--- src/hw/rtl/ppr_pkg.sv ---
package ppr_pkg;

  // Register indexes of the configuration port.
  typedef enum logic [1:0] {
    CFG_START_PATTERN = 2'd0,
    CFG_START_LENGTH  = 2'd1,
    CFG_END_MARKER    = 2'd2
  } cfg_index_e;

  // Field codes carried with every result.
  typedef enum logic [2:0] {
    FC_TIMESTAMP = 3'd0,
    FC_TYPE      = 3'd1,
    FC_SUBTYPE   = 3'd2,
    FC_LENGTH    = 3'd3,
    FC_DATA      = 3'd4,
    FC_STATUS    = 3'd5
  } field_code_e;

  // Fixed field sizes of the packet header.
  localparam logic [8:0] TYPE_BYTES    = 9'd1;
  localparam logic [8:0] SUBTYPE_BYTES = 9'd3;
  localparam logic [8:0] LENGTH_CHARS  = 9'd2;

  // Start pattern bytes held in the pattern register.
  localparam logic [7:0] PATTERN_BYTES = 8'd4;

  // Depth of the queue between front and back.
  localparam int unsigned QDEPTH = 2;

  // Current configuration as seen by the parser.
  typedef struct packed {
    logic [31:0] start_pattern;
    logic [2:0]  start_length;
    logic [6:0]  end_marker;
  } cfg_t;

  // One received byte after classification.
  typedef struct packed {
    logic [6:0] value;
    logic       enc_ok;
    logic       is_hex;
    logic [3:0] hex_val;
  } item_t;

  // One result of the parser.
  typedef struct packed {
    field_code_e code;
    logic [6:0]  value;
    logic [7:0]  index;
    logic        last;
    logic        enc_ok;
    logic        csum_ok;
    logic [6:0]  rx_csum;
    logic [6:0]  calc_csum;
    logic [7:0]  data_len;
  } res_t;

endpackage

--- src/hw/rtl/ppr_front.sv ---
// Decodes each raw byte: seven-bit value, parity check and hex digit value.
module ppr_front (
  input  logic                 rx_valid_i,
  output logic                 rx_ready_o,
  input  logic [7:0]           rx_byte_i,
  output logic                 push_o,
  input  logic                 full_i,
  output ppr_pkg::item_t       item_o
);

  logic [6:0] value;

  assign value      = rx_byte_i[6:0];
  assign rx_ready_o = !full_i;
  assign push_o     = rx_valid_i && !full_i;

  // A byte with the top bit set needs odd parity over its low seven bits.
  always_comb begin
    item_o.value   = value;
    item_o.enc_ok  = !rx_byte_i[7] || (^value);
    item_o.is_hex  = 1'b0;
    item_o.hex_val = 4'd0;
    if (value >= 7'h30 && value <= 7'h39) begin
      item_o.is_hex  = 1'b1;
      item_o.hex_val = value[3:0];
    end else if ((value >= 7'h41 && value <= 7'h46) ||
                 (value >= 7'h61 && value <= 7'h66)) begin
      item_o.is_hex  = 1'b1;
      item_o.hex_val = value[3:0] + 4'd9;
    end
  end

endmodule

--- src/hw/rtl/ppr_queue.sv ---
// Small queue of classified bytes between the front and the back.
module ppr_queue (
  input  logic           clk_i,
  input  logic           rst_ni,
  input  logic           push_i,
  input  ppr_pkg::item_t item_i,
  output logic           full_o,
  output logic           valid_o,
  input  logic           pop_i,
  output ppr_pkg::item_t item_o
);

  localparam int unsigned PtrW = (ppr_pkg::QDEPTH > 1) ? $clog2(ppr_pkg::QDEPTH) : 1;
  localparam int unsigned CntW = $clog2(ppr_pkg::QDEPTH + 1);
  localparam logic [CntW-1:0] Depth = CntW'(ppr_pkg::QDEPTH);
  localparam logic [PtrW-1:0] LastPtr = PtrW'(ppr_pkg::QDEPTH - 1);

  ppr_pkg::item_t mem_q [ppr_pkg::QDEPTH];
  logic [PtrW-1:0] wr_ptr_q, wr_ptr_d, rd_ptr_q, rd_ptr_d;
  logic [CntW-1:0] cnt_q, cnt_d;
  logic            do_pop;

  assign full_o  = (cnt_q == Depth);
  assign valid_o = (cnt_q != '0);
  assign do_pop  = pop_i && valid_o;
  assign item_o  = mem_q[rd_ptr_q];

  // Pointer and fill count update.
  always_comb begin
    wr_ptr_d = wr_ptr_q;
    rd_ptr_d = rd_ptr_q;
    cnt_d    = cnt_q;
    if (push_i) begin
      wr_ptr_d = (wr_ptr_q == LastPtr) ? '0 : wr_ptr_q + 1'b1;
    end
    if (do_pop) begin
      rd_ptr_d = (rd_ptr_q == LastPtr) ? '0 : rd_ptr_q + 1'b1;
    end
    if (push_i && !do_pop) begin
      cnt_d = cnt_q + 1'b1;
    end else if (!push_i && do_pop) begin
      cnt_d = cnt_q - 1'b1;
    end
  end

  always_ff @(posedge clk_i or negedge rst_ni) begin
    if (!rst_ni) begin
      wr_ptr_q <= '0;
      rd_ptr_q <= '0;
      cnt_q    <= '0;
    end else begin
      wr_ptr_q <= wr_ptr_d;
      rd_ptr_q <= rd_ptr_d;
      cnt_q    <= cnt_d;
    end
  end

  // Entry storage needs no reset.
  always_ff @(posedge clk_i) begin
    if (push_i) begin
      mem_q[wr_ptr_q] <= item_i;
    end
  end

endmodule

--- src/hw/rtl/ppr_back.sv ---
// Packet parser: walks the packet phases one byte per cycle unless a held
// result is not taken, and holds the result in an output register.
module ppr_back #(
  parameter int unsigned MAX_START_BYTES = 4,
  parameter int unsigned TIMESTAMP_BYTES = 6
) (
  input  logic           clk_i,
  input  logic           rst_ni,
  input  ppr_pkg::cfg_t  cfg_i,
  input  logic           valid_i,
  output logic           pop_o,
  input  ppr_pkg::item_t item_i,
  output logic           out_valid_o,
  input  logic           out_ready_i,
  output ppr_pkg::res_t  res_o
);

  localparam logic [7:0] MaxStart = 8'(MAX_START_BYTES);
  localparam logic [8:0] TsBytes  = 9'(TIMESTAMP_BYTES);

  typedef enum logic [7:0] {
    PH_HUNT  = 8'b0000_0001,
    PH_TIME  = 8'b0000_0010,
    PH_TYPE  = 8'b0000_0100,
    PH_SUB   = 8'b0000_1000,
    PH_LEN   = 8'b0001_0000,
    PH_DATA  = 8'b0010_0000,
    PH_CSUM  = 8'b0100_0000,
    PH_TRAIL = 8'b1000_0000
  } phase_e;

  phase_e        phase_q, phase_d;
  logic [7:0]    pos_q, pos_d;
  logic [7:0]    len_q, len_d;
  logic          stopped_q, stopped_d;
  logic [6:0]    xor_q, xor_d;
  logic          par_q, par_d;
  logic [6:0]    csum_q, csum_d;
  logic          out_valid_q, out_valid_d;
  ppr_pkg::res_t res_q, res_d;

  logic [8:0]  pos_inc;
  logic [7:0]  eff_len;
  logic [6:0]  pat_byte;
  logic        is_field;
  logic [8:0]  fsize;
  ppr_pkg::field_code_e fcode;
  phase_e      fnext;
  logic        flast;
  logic        res_load;

  assign pos_inc     = {1'b0, pos_q} + 9'd1;
  assign pop_o       = valid_i && (!out_valid_q || out_ready_i);
  assign out_valid_o = out_valid_q;
  assign res_o       = res_q;
  assign flast       = (pos_inc >= fsize);

  // Effective number of start bytes and the expected start byte.
  always_comb begin
    eff_len = {5'd0, cfg_i.start_length};
    if (eff_len == 8'd0) begin
      eff_len = 8'd1;
    end
    if (eff_len > MaxStart) begin
      eff_len = MaxStart;
    end
    pat_byte = 7'd0;
    if (pos_q < ppr_pkg::PATTERN_BYTES) begin
      pat_byte = cfg_i.start_pattern[{pos_q[1:0], 3'b000} +: 7];
    end
  end

  // Field geometry of the current phase.
  always_comb begin
    is_field = 1'b1;
    fsize    = TsBytes;
    fcode    = ppr_pkg::FC_TIMESTAMP;
    fnext    = PH_TYPE;
    unique case (phase_q)
      PH_TIME: begin
        fsize = TsBytes;
      end
      PH_TYPE: begin
        fsize = ppr_pkg::TYPE_BYTES;
        fcode = ppr_pkg::FC_TYPE;
        fnext = PH_SUB;
      end
      PH_SUB: begin
        fsize = ppr_pkg::SUBTYPE_BYTES;
        fcode = ppr_pkg::FC_SUBTYPE;
        fnext = PH_LEN;
      end
      PH_LEN: begin
        fsize = ppr_pkg::LENGTH_CHARS;
        fcode = ppr_pkg::FC_LENGTH;
        fnext = PH_DATA;
      end
      PH_DATA: begin
        fsize = {1'b0, len_q};
        fcode = ppr_pkg::FC_DATA;
        fnext = PH_CSUM;
      end
      default: begin
        is_field = 1'b0;
      end
    endcase
  end

  // Per-byte state update and result generation.
  always_comb begin
    phase_d   = phase_q;
    pos_d     = pos_q;
    len_d     = len_q;
    stopped_d = stopped_q;
    xor_d     = xor_q;
    par_d     = par_q;
    csum_d    = csum_q;
    res_load  = 1'b0;
    res_d     = '0;

    if (pop_o) begin
      if (is_field) begin
        // Length characters accumulate as hex until a non-digit shows up.
        if (phase_q == PH_LEN) begin
          if (!stopped_q && item_i.is_hex) begin
            len_d = {len_q[3:0], item_i.hex_val};
          end else begin
            stopped_d = 1'b1;
          end
        end
        par_d       = par_q & item_i.enc_ok;
        xor_d       = xor_q ^ item_i.value;
        res_load    = 1'b1;
        res_d.code  = fcode;
        res_d.value = item_i.value;
        res_d.index = pos_q;
        res_d.last  = flast;
        if (flast) begin
          pos_d   = 8'd0;
          phase_d = fnext;
          if (phase_q == PH_LEN && len_d == 8'd0) begin
            phase_d = PH_CSUM;
          end
        end else begin
          pos_d = pos_inc[7:0];
        end
      end else begin
        unique case (phase_q)
          PH_HUNT: begin
            if (pos_q >= MaxStart || item_i.value != pat_byte) begin
              pos_d     = 8'd0;
              len_d     = 8'd0;
              stopped_d = 1'b0;
              xor_d     = 7'd0;
              par_d     = 1'b1;
              csum_d    = 7'd0;
            end else begin
              if (pos_q == 8'd0) begin
                len_d     = 8'd0;
                stopped_d = 1'b0;
                par_d     = 1'b1;
                csum_d    = 7'd0;
                xor_d     = item_i.value;
              end else begin
                xor_d = xor_q ^ item_i.value;
              end
              pos_d = pos_inc[7:0];
              if (pos_inc >= {1'b0, eff_len}) begin
                pos_d   = 8'd0;
                phase_d = PH_TIME;
              end
            end
          end
          PH_CSUM: begin
            csum_d  = item_i.value;
            phase_d = PH_TRAIL;
          end
          PH_TRAIL: begin
            // The end marker closes the packet with a status result.
            if (item_i.value == cfg_i.end_marker) begin
              res_load        = 1'b1;
              res_d.code      = ppr_pkg::FC_STATUS;
              res_d.last      = 1'b1;
              res_d.enc_ok    = par_q;
              res_d.csum_ok   = (csum_q == xor_q);
              res_d.rx_csum   = csum_q;
              res_d.calc_csum = xor_q;
              res_d.data_len  = len_q;
              phase_d   = PH_HUNT;
              pos_d     = 8'd0;
              len_d     = 8'd0;
              stopped_d = 1'b0;
              xor_d     = 7'd0;
              par_d     = 1'b1;
              csum_d    = 7'd0;
            end
          end
          default: begin
            phase_d = PH_HUNT;
            pos_d   = 8'd0;
          end
        endcase
      end
    end
  end

  // Output register: loaded on a new result, emptied when taken.
  always_comb begin
    out_valid_d = out_valid_q;
    if (res_load) begin
      out_valid_d = 1'b1;
    end else if (out_ready_i) begin
      out_valid_d = 1'b0;
    end
  end

  always_ff @(posedge clk_i or negedge rst_ni) begin
    if (!rst_ni) begin
      phase_q     <= PH_HUNT;
      pos_q       <= 8'd0;
      len_q       <= 8'd0;
      stopped_q   <= 1'b0;
      xor_q       <= 7'd0;
      par_q       <= 1'b1;
      csum_q      <= 7'd0;
      out_valid_q <= 1'b0;
    end else begin
      phase_q     <= phase_d;
      pos_q       <= pos_d;
      len_q       <= len_d;
      stopped_q   <= stopped_d;
      xor_q       <= xor_d;
      par_q       <= par_d;
      csum_q      <= csum_d;
      out_valid_q <= out_valid_d;
    end
  end

  always_ff @(posedge clk_i) begin
    if (res_load) begin
      res_q <= res_d;
    end
  end

endmodule

--- src/hw/rtl/parity_packet_receive_parser.sv ---
// Serial packet deframer. Raw bytes enter on the rx request channel at one
// byte per cycle while the queue has room; a field result is registered once
// its byte leaves the queue and stays until taken. Sustained throughput is
// one byte per cycle unless results stall, set by the parse step of the back
// end; a two-entry queue after the byte classifier lets input and output
// stall independently. Start, checksum and trailer bytes produce no result;
// the end marker produces a status result with parity, checksum and length.
// Configuration writes are always ready and should be made while idle.
module parity_packet_receive_parser #(
  parameter int unsigned MAX_START_BYTES = 4,
  parameter int unsigned TIMESTAMP_BYTES = 6
) (
  input  logic        clk_i,
  input  logic        rst_ni,
  input  logic        cfg_valid_i,
  output logic        cfg_ready_o,
  input  logic [1:0]  cfg_index_i,
  input  logic [31:0] cfg_data_i,
  input  logic        rx_valid_i,
  output logic        rx_ready_o,
  input  logic [7:0]  rx_byte_i,
  output logic        out_valid_o,
  input  logic        out_ready_i,
  output logic [2:0]  field_code_o,
  output logic [6:0]  byte_value_o,
  output logic [7:0]  byte_index_o,
  output logic        field_last_o,
  output logic        encoding_ok_o,
  output logic        checksum_ok_o,
  output logic [6:0]  received_checksum_o,
  output logic [6:0]  computed_checksum_o,
  output logic [7:0]  data_length_o
);

  ppr_pkg::cfg_t  cfg_q;
  ppr_pkg::item_t front_item, queue_item;
  ppr_pkg::res_t  res;
  logic           push, full, queue_valid, pop;

  assign cfg_ready_o = 1'b1;

  // Configuration registers.
  always_ff @(posedge clk_i or negedge rst_ni) begin
    if (!rst_ni) begin
      cfg_q.start_pattern <= 32'd0;
      cfg_q.start_length  <= 3'd1;
      cfg_q.end_marker    <= 7'h04;
    end else if (cfg_valid_i) begin
      unique case (cfg_index_i)
        ppr_pkg::CFG_START_PATTERN: cfg_q.start_pattern <= cfg_data_i;
        ppr_pkg::CFG_START_LENGTH:  cfg_q.start_length  <= cfg_data_i[2:0];
        ppr_pkg::CFG_END_MARKER:    cfg_q.end_marker    <= cfg_data_i[6:0];
        default: begin
        end
      endcase
    end
  end

  ppr_front u_front (
    .rx_valid_i (rx_valid_i),
    .rx_ready_o (rx_ready_o),
    .rx_byte_i  (rx_byte_i),
    .push_o     (push),
    .full_i     (full),
    .item_o     (front_item)
  );

  ppr_queue u_queue (
    .clk_i   (clk_i),
    .rst_ni  (rst_ni),
    .push_i  (push),
    .item_i  (front_item),
    .full_o  (full),
    .valid_o (queue_valid),
    .pop_i   (pop),
    .item_o  (queue_item)
  );

  ppr_back #(
    .MAX_START_BYTES (MAX_START_BYTES),
    .TIMESTAMP_BYTES (TIMESTAMP_BYTES)
  ) u_back (
    .clk_i       (clk_i),
    .rst_ni      (rst_ni),
    .cfg_i       (cfg_q),
    .valid_i     (queue_valid),
    .pop_o       (pop),
    .item_i      (queue_item),
    .out_valid_o (out_valid_o),
    .out_ready_i (out_ready_i),
    .res_o       (res)
  );

  assign field_code_o        = res.code;
  assign byte_value_o        = res.value;
  assign byte_index_o        = res.index;
  assign field_last_o        = res.last;
  assign encoding_ok_o       = res.enc_ok;
  assign checksum_ok_o       = res.csum_ok;
  assign received_checksum_o = res.rx_csum;
  assign computed_checksum_o = res.calc_csum;
  assign data_length_o       = res.data_len;

endmodule

--- config.mk ---
export PLATFORM = sky130hd
export DESIGN_NAME = parity_packet_receive_parser
export DESIGN_NICKNAME = d
export VERILOG_FILES = /design/src/hw/rtl/ppr_pkg.sv /design/src/hw/rtl/ppr_front.sv /design/src/hw/rtl/ppr_queue.sv /design/src/hw/rtl/ppr_back.sv /design/src/hw/rtl/parity_packet_receive_parser.sv
export SDC_FILE = /design/constraint.sdc
export NUM_CORES = 1
export LEC_CHECK = 0
export CORE_MARGIN = 5
export CORE_UTILIZATION = 59
export CTS_BUF_LIST = sky130_fd_sc_hd__clkbuf_4 sky130_fd_sc_hd__clkbuf_8 sky130_fd_sc_hd__clkbuf_16
export DETAILED_ROUTE_END_ITERATION = 10
export DONT_BUFFER_PORTS = 1
export PLACE_DENSITY = 0.87
export SYNTH_ARGS = -nofsm -noshare
export SYNTH_HDL_FRONTEND = slang
export SYNTH_SLANG_ARGS = --single-unit
--- constraint.sdc ---
create_clock -name clk_i -period 6.5 [get_ports clk_i]
set_input_delay 0 -clock clk_i [delete_from_list [all_inputs] [get_ports clk_i]]
set_output_delay 0 -clock clk_i [all_outputs]
set_load 0.02 [all_outputs]
# Word level (Yosys, flattened, before mapping)
# Memory sizes are Yosys's and may differ from the RTL's.
# Index checks and enable logic that the tools add are counted.
[word_totals]
ff_bits = 130
ram_bits = 26
word_cells = 182
mem_count = 1
[classes]
add_sub_neg = 6
order_cmp = 11
eq_ne = 24
n_shift = 1
muxes = 68
bitwise_logic = 6
n_reduce_logical = 42
[memory_table]
columns = ["name", "depth", "word_bits", "read_ports", "rd_clocked_by_memory_dff", "wr", "line", "source"]
rows = [
  ["u_queue.mem_q", 2, 13, 1, 0, 1, "ppr_queue.sv:18", "ppr_pkg::item_t mem_q [ppr_pkg::QDEPTH];"],
]
[op_table]
columns = ["op", "n"]
rows = [
  ["two-way mux 8 bit", 18],
  ["two-way mux 7 bit", 8],
  ["two-way mux 25 bit", 2],
  ["case mux 8 bit (3 select lines)", 2],
  ["case mux 8 bit (4 select lines)", 1],
  ["variable part select 32 x 6 -> 7 bit", 1],
  ["case mux 7 bit (4 select lines)", 1],
  ["two-way mux 1 bit", 22],
  ["case mux 7 bit (3 select lines)", 1],
  [">= comparator 9 x 8 -> 1 bit", 2],
  ["logical NOT 8 bit", 2],
  ["case mux 8 bit (2 select lines)", 1],
  ["== test 7 bit", 2],
  [">= comparator 7 bit (second input constant)", 2],
  ["<= comparator 7 bit (second input constant)", 2],
  ["case mux 7 bit (2 select lines)", 1],
  ["two-way mux 3 bit", 4],
  ["case mux 3 bit (4 select lines)", 1],
  ["logical AND 1 bit", 10],
  ["two-way mux 5 bit", 2],
  ["AND reduction 5 bit", 2],
  ["adder 8 x 1 -> 9 bit (second input constant)", 1],
  ["inequality test 3 x 1 -> 1 bit (second input constant)", 3],
  ["== test 8 x 1 -> 1 bit (second input constant)", 1],
  ["41 further kinds", 66],
]

# Depth between registers and ports, before layout
[depth]
ltp_word = 11
mapped_depth = 14
ltp_nobuf = 12

# Modules after synthesis
# From an unflattened synthesis, not the netlist that was laid out.
[unflattened]
cells_unflattened = 674
area_unflattened_um2 = 8087.8
[by_module_without_submodules]
columns = ["mod", "n_inst", "cells_each", "area_each_um2"]
rows = [
  ["ppr_back", 1, 472, 4948.5],
  ["parity_packet_receive_parser", 1, 92, 1605.3],
  ["ppr_queue", 1, 56, 1131.1],
  ["ppr_front", 1, 54, 402.9],
]

# Worst setup path before layout
# OpenSTA, ideal clock, no wires.
[synth_path]
path_type = "flip-flop to flip-flop"
from = "register u_back.phase_q[7]"
to = "register u_back.pos_q[6]"
setup_time_ns = 0.121
arrival_ns = 3.196
slack_ns = 3.183
stages_incl_launch_ff = 14
n_path_buf = 1
period_less_slack_ns = 3.317
cell_sequence = "dfrtp_1 -> clkbuf_1 -> nor4_1 -> nand2_1 -> nor3_1 -> a21o_1 -> ha_1 -> nand2b_1 -> a21o_1 -> a211oi_1 -> or3_1 -> a32oi_1 -> o21ai_0 -> a22o_1"
[synth_via]
elab_chain_cells = 5
word_cells_on_any_way = 18
[synth_lines]
columns = ["item", "line", "source"]
rows = [
  ["from (decl)", "ppr_back.sv:32", "phase_e phase_q, phase_d;"],
  ["from (signal assigned)", "ppr_back.sv:228", "phase_q <= phase_d;"],
  ["== test 8 x 6 -> 1 bit, or another cell as far along", "ppr_back.sv:79", "unique case (phase_q)"],
  ["case mux 8 bit (4 select lines) / OR reduction 5 bit (equally long branches)", "n/a", ""],
  [">= comparator 9 x 8 -> 1 bit / two-way mux 1 bit (equally long branches)", "ppr_back.sv:56, ppr_back.sv:79", ""],
  ["two-way mux 8 bit, or another cell as far along", "ppr_back.sv:138", "if (flast) begin"],
  ["two-way mux 8 bit / AND reduction 3 bit (equally long branches)", "n/a", ""],
  ["to (signal assigned)", "ppr_back.sv:229", "pos_q <= pos_d;"],
  ["to (decl)", "ppr_back.sv:33", "logic [7:0] pos_q, pos_d;"],
]
# Parallel ways exist; a longest one is shown, timed or not.
# A chain may end at the register's enable or synchronous reset.

# Worst setup path after layout
[layout_path]
from = "register u_back.phase_q[7]"
to = "register u_back.pos_q[3]"
# Same word-level chain as after synthesis.

==> out/metrics.csv <==
metric,value,unit
numCtsBuffers,17,
slowest_delay,0.62,ns
outcome,"finished, final reports clean",
antenna_found_initial,0,
grt_pass1_wl,28900,um
io_buffer_count,0,
finalClockSkew,0.0204,ns
end_kind,flip-flop,
syn_area_per_cell,12.0,um2
cts_htree_levels,4,
finalCriticalPeriod,4.05,ns
clk_path_buf_depth,2,
ys_seq_elements,152,
chipWidth,124,um
fin_cells,860,
drv_cap,0,
critPathLaunchType,flip-flop,
clockRootBuffer,clkbuf_16,
maxSlewViolCount,0,
r2r_end,u_back.pos_q[3],
ios,93,
yosys.area.top_type,edfxtp_1,
synth_top_area_share,27.2,%
coreArea,12600,um2
drive_gt1_share,17.3,%
synthTopCellsByArea,"edfxtp_1 (27%), dfrtp_1 (26%), mux2_2 (7.8%)",
cts_tree,built,
cellLeakagePower,3.69,nW
cp_max_fo,11,
initial_core_util,60.4,%
utilization,70.2,%
drt_wl_total,18100,um
dp_slack,2.53,ns
crit_required,6.86,ns
routed-wl-met3,1240,um
routedWlPerCell,21.0,um
area_growth,16.3,%
synthFlopType,dfrtp_1,
postRouteAntennaNets,0,
vdd_drop_max,0.203,mV
endpoint,u_back.pos_q[3],
wl_met2,8970,um
slew_headroom,26.6,%
synthCells,634,
place_inst,779,
dp_hpwl,11600,um
hp-class,in -> reg,
grt_overflow,0,
vias,5409,
setup_tns,0,ns
reg2regPathDepth,12,
max_freq,247,MHz
dieArea,15300,um2
dr.max_layer_used,met4,
grt_setup_unrepaired,false,
cp.arrival,4.41,ns
synth-edff-count,69,
synthDistinctLibCells,64,
die_h,124,um
r2r-start,u_back.phase_q[7],
fillers,842,
clk_pin_slew,0.06,ns
setup_viol,0,
drc,0,
worst_pin_slew,1.10,ns
rows,41,
final_nets,744,
yosys_warnings,0,
setup_ws,2.45,ns
ys_seq_area_share,54.5,%
startpoint,u_back.phase_q[7],
crit_chain,nor4_1 -> nand2_1 -> nor3_1 -> nand2_1 -> ha_1 -> a21o_1 -> a21oi_1 -> nor2b_1 -> a311oi_1 -> a32oi_1 -> nor3_4 -> a22o_1,
synth_nets,704,
m1WireLength,7210,um
drtPass1Iterations,6,
worstSetupPathType,reg -> reg,
clock_latency,0.44,ns
cts_sinks,152,
grt_usage,25.0,%
place.gp.congestion,0.909,
r2r_setup_slack,2.45,ns
synth_area,7620,um2
critical-path-slowest-cell,nor3_1,
grt_pass1_vias,5367,
grt_max_degree,84,
hold_violations,0,
fin_crit_sh,62.4,%
path_common_cell,nand2_1,
async_flop_share,54.6,%
via_per_inst,6.29,
p_per_area,350,nW/um2
drt_iter0_drc,539,
## cell usage after synthesis, types with 6 or more instances
library cell / n
mux4_2: 7
a21oi_1: 32
edfxtp_1: 69
ha_1: 23
inv_1: 18
nor2_1: 43
and3_1: 11
a31o_2: 8
mux2_2: 53
xor2_1: 14
nor3_1: 8
dfrtp_1: 79
nand4_1: 6
clkbuf_1: 21
xnor2_1: 25
o21ai_0: 23
or3_1: 7
a21o_1: 6
and2_1: 26
nor4_1: 11
a22o_1: 10
nand3_1: 10
mux2i_1: 11
nand2_1: 39
## critical path: cells and delay by family (launching register included)
family | cells | cell delay [ns]
simple gates | 6 | 1.82
compound gates | 5 | 1.36
flops | 1 | 0.49
fa+ha+maj | 1 | 0.31
## cells in the final DEF (no fill, tap or decap), types with 14 or more instances in the layout
| cell | n |
|---|---|
| clkbuf_16 | 20 |
| a21oi_1 | 32 |
| nor2_1 | 43 |
| dfrtp_1 | 79 |
| nand2_1 | 39 |
| o21ai_0 | 23 |
| xnor2_1 | 25 |
| xor2_1 | 14 |
| inv_1 | 18 |
| mux2_2 | 53 |
| and2_1 | 26 |
| ha_1 | 23 |
| edfxtp_1 | 69 |
| dlygate4sd3_1 | 47 |
## flip-flops by register name, indices dropped and copies added, names as in the netlist
signal / flops
u_back.csum_q: 7
u_back.res_o: 43
u_queue.cnt_q: 2
u_queue.mem_q: 26
u_back.len_q: 8
u_queue.rd_ptr_q: 1
u_back.phase_q: 8
u_back.pos_q: 8
u_back.par_q: 1
u_back.xor_q: 7
u_back.out_valid_o: 1
u_queue.wr_ptr_q: 1
cfg_q: 38
u_back.stopped_q: 1
## how the worst min path moves through the flow
stage / startpoint / endpoint / depth (start not counted)
2_1_floorplan: rst_ni / cfg_q[0] / 0
3_3_place_gp: rst_ni / u_back.csum_q[1] / 0
3_5_place_dp: rst_ni / u_back.csum_q[0] / 0
4_1_cts: cfg_valid_i / cfg_q[14] / 2
5_1_grt: rx_byte_i[3] / u_queue.mem_q[0][3] / 2
6_report: rx_byte_i[3] / u_queue.mem_q[0][3] / 2
## per-stage QoR
step,hold WS (ns),power [mW],cell area (um2)
2_1_floorplan,-0.296,1.85,7620
3_3_place_gp,-0.292,1.98,7740
3_5_place_dp,-0.293,2.01,7740
4_1_cts,0.0141,3.08,8860
5_1_grt,0.0465,3.23,8860
6_report,0.0365,3.10,8860
## layer usage
metal / vias to the layer above / global-route usage, %
li1: 2406 / -
met1: 2659 / 31.7
met2: 284 / 40.4
met3: 60 / 5.95
met4: 0 / 12.5
met5: - / 0
## what timing repair did
action                                 in CTS  in global routing
endpoints found under the hold margin     150                  0
hold buffers                               48                  0
resized for setup                           0                  0
buffers inserted                            0                  0
## power breakdown
part / switching (mW) / leakage, nW / total [mW] / internal (mW)
sequential: 0.142 / 1.68 / 1.30 / 1.15
clock: 0.414 / 0.307 / 1.02 / 0.605
combinational: 0.460 / 1.70 / 0.785 / 0.325
## final cells by class
cell class                      instances  area (um2)  area share (%)
Timing Repair Buffer                   51         520            5.87
Clock inverter                         12         120            1.36
Clock buffer                           20         500            5.65
Inverter                               19        71.3           0.805
Antenna cell                            1        2.50          0.0282
Tap cell                              172         215            2.43
Multi-Input combinational cell        433        3280            37.0
Sequential cell                       152        4150            46.9
## logic make-up after synthesis
logic type | share of synthesized area [%]
XOR/XNOR | 4.48
AND/OR/NAND/NOR | 13.9
flip-flops | 54.5
AO/OA/AOI/OAI | 9.14
other | 0.0492
buffers and inverters | 2.64
adder cells (fa/ha/maj) | 3.78
multiplexers | 11.5
(Power assumes the default switching activity.)
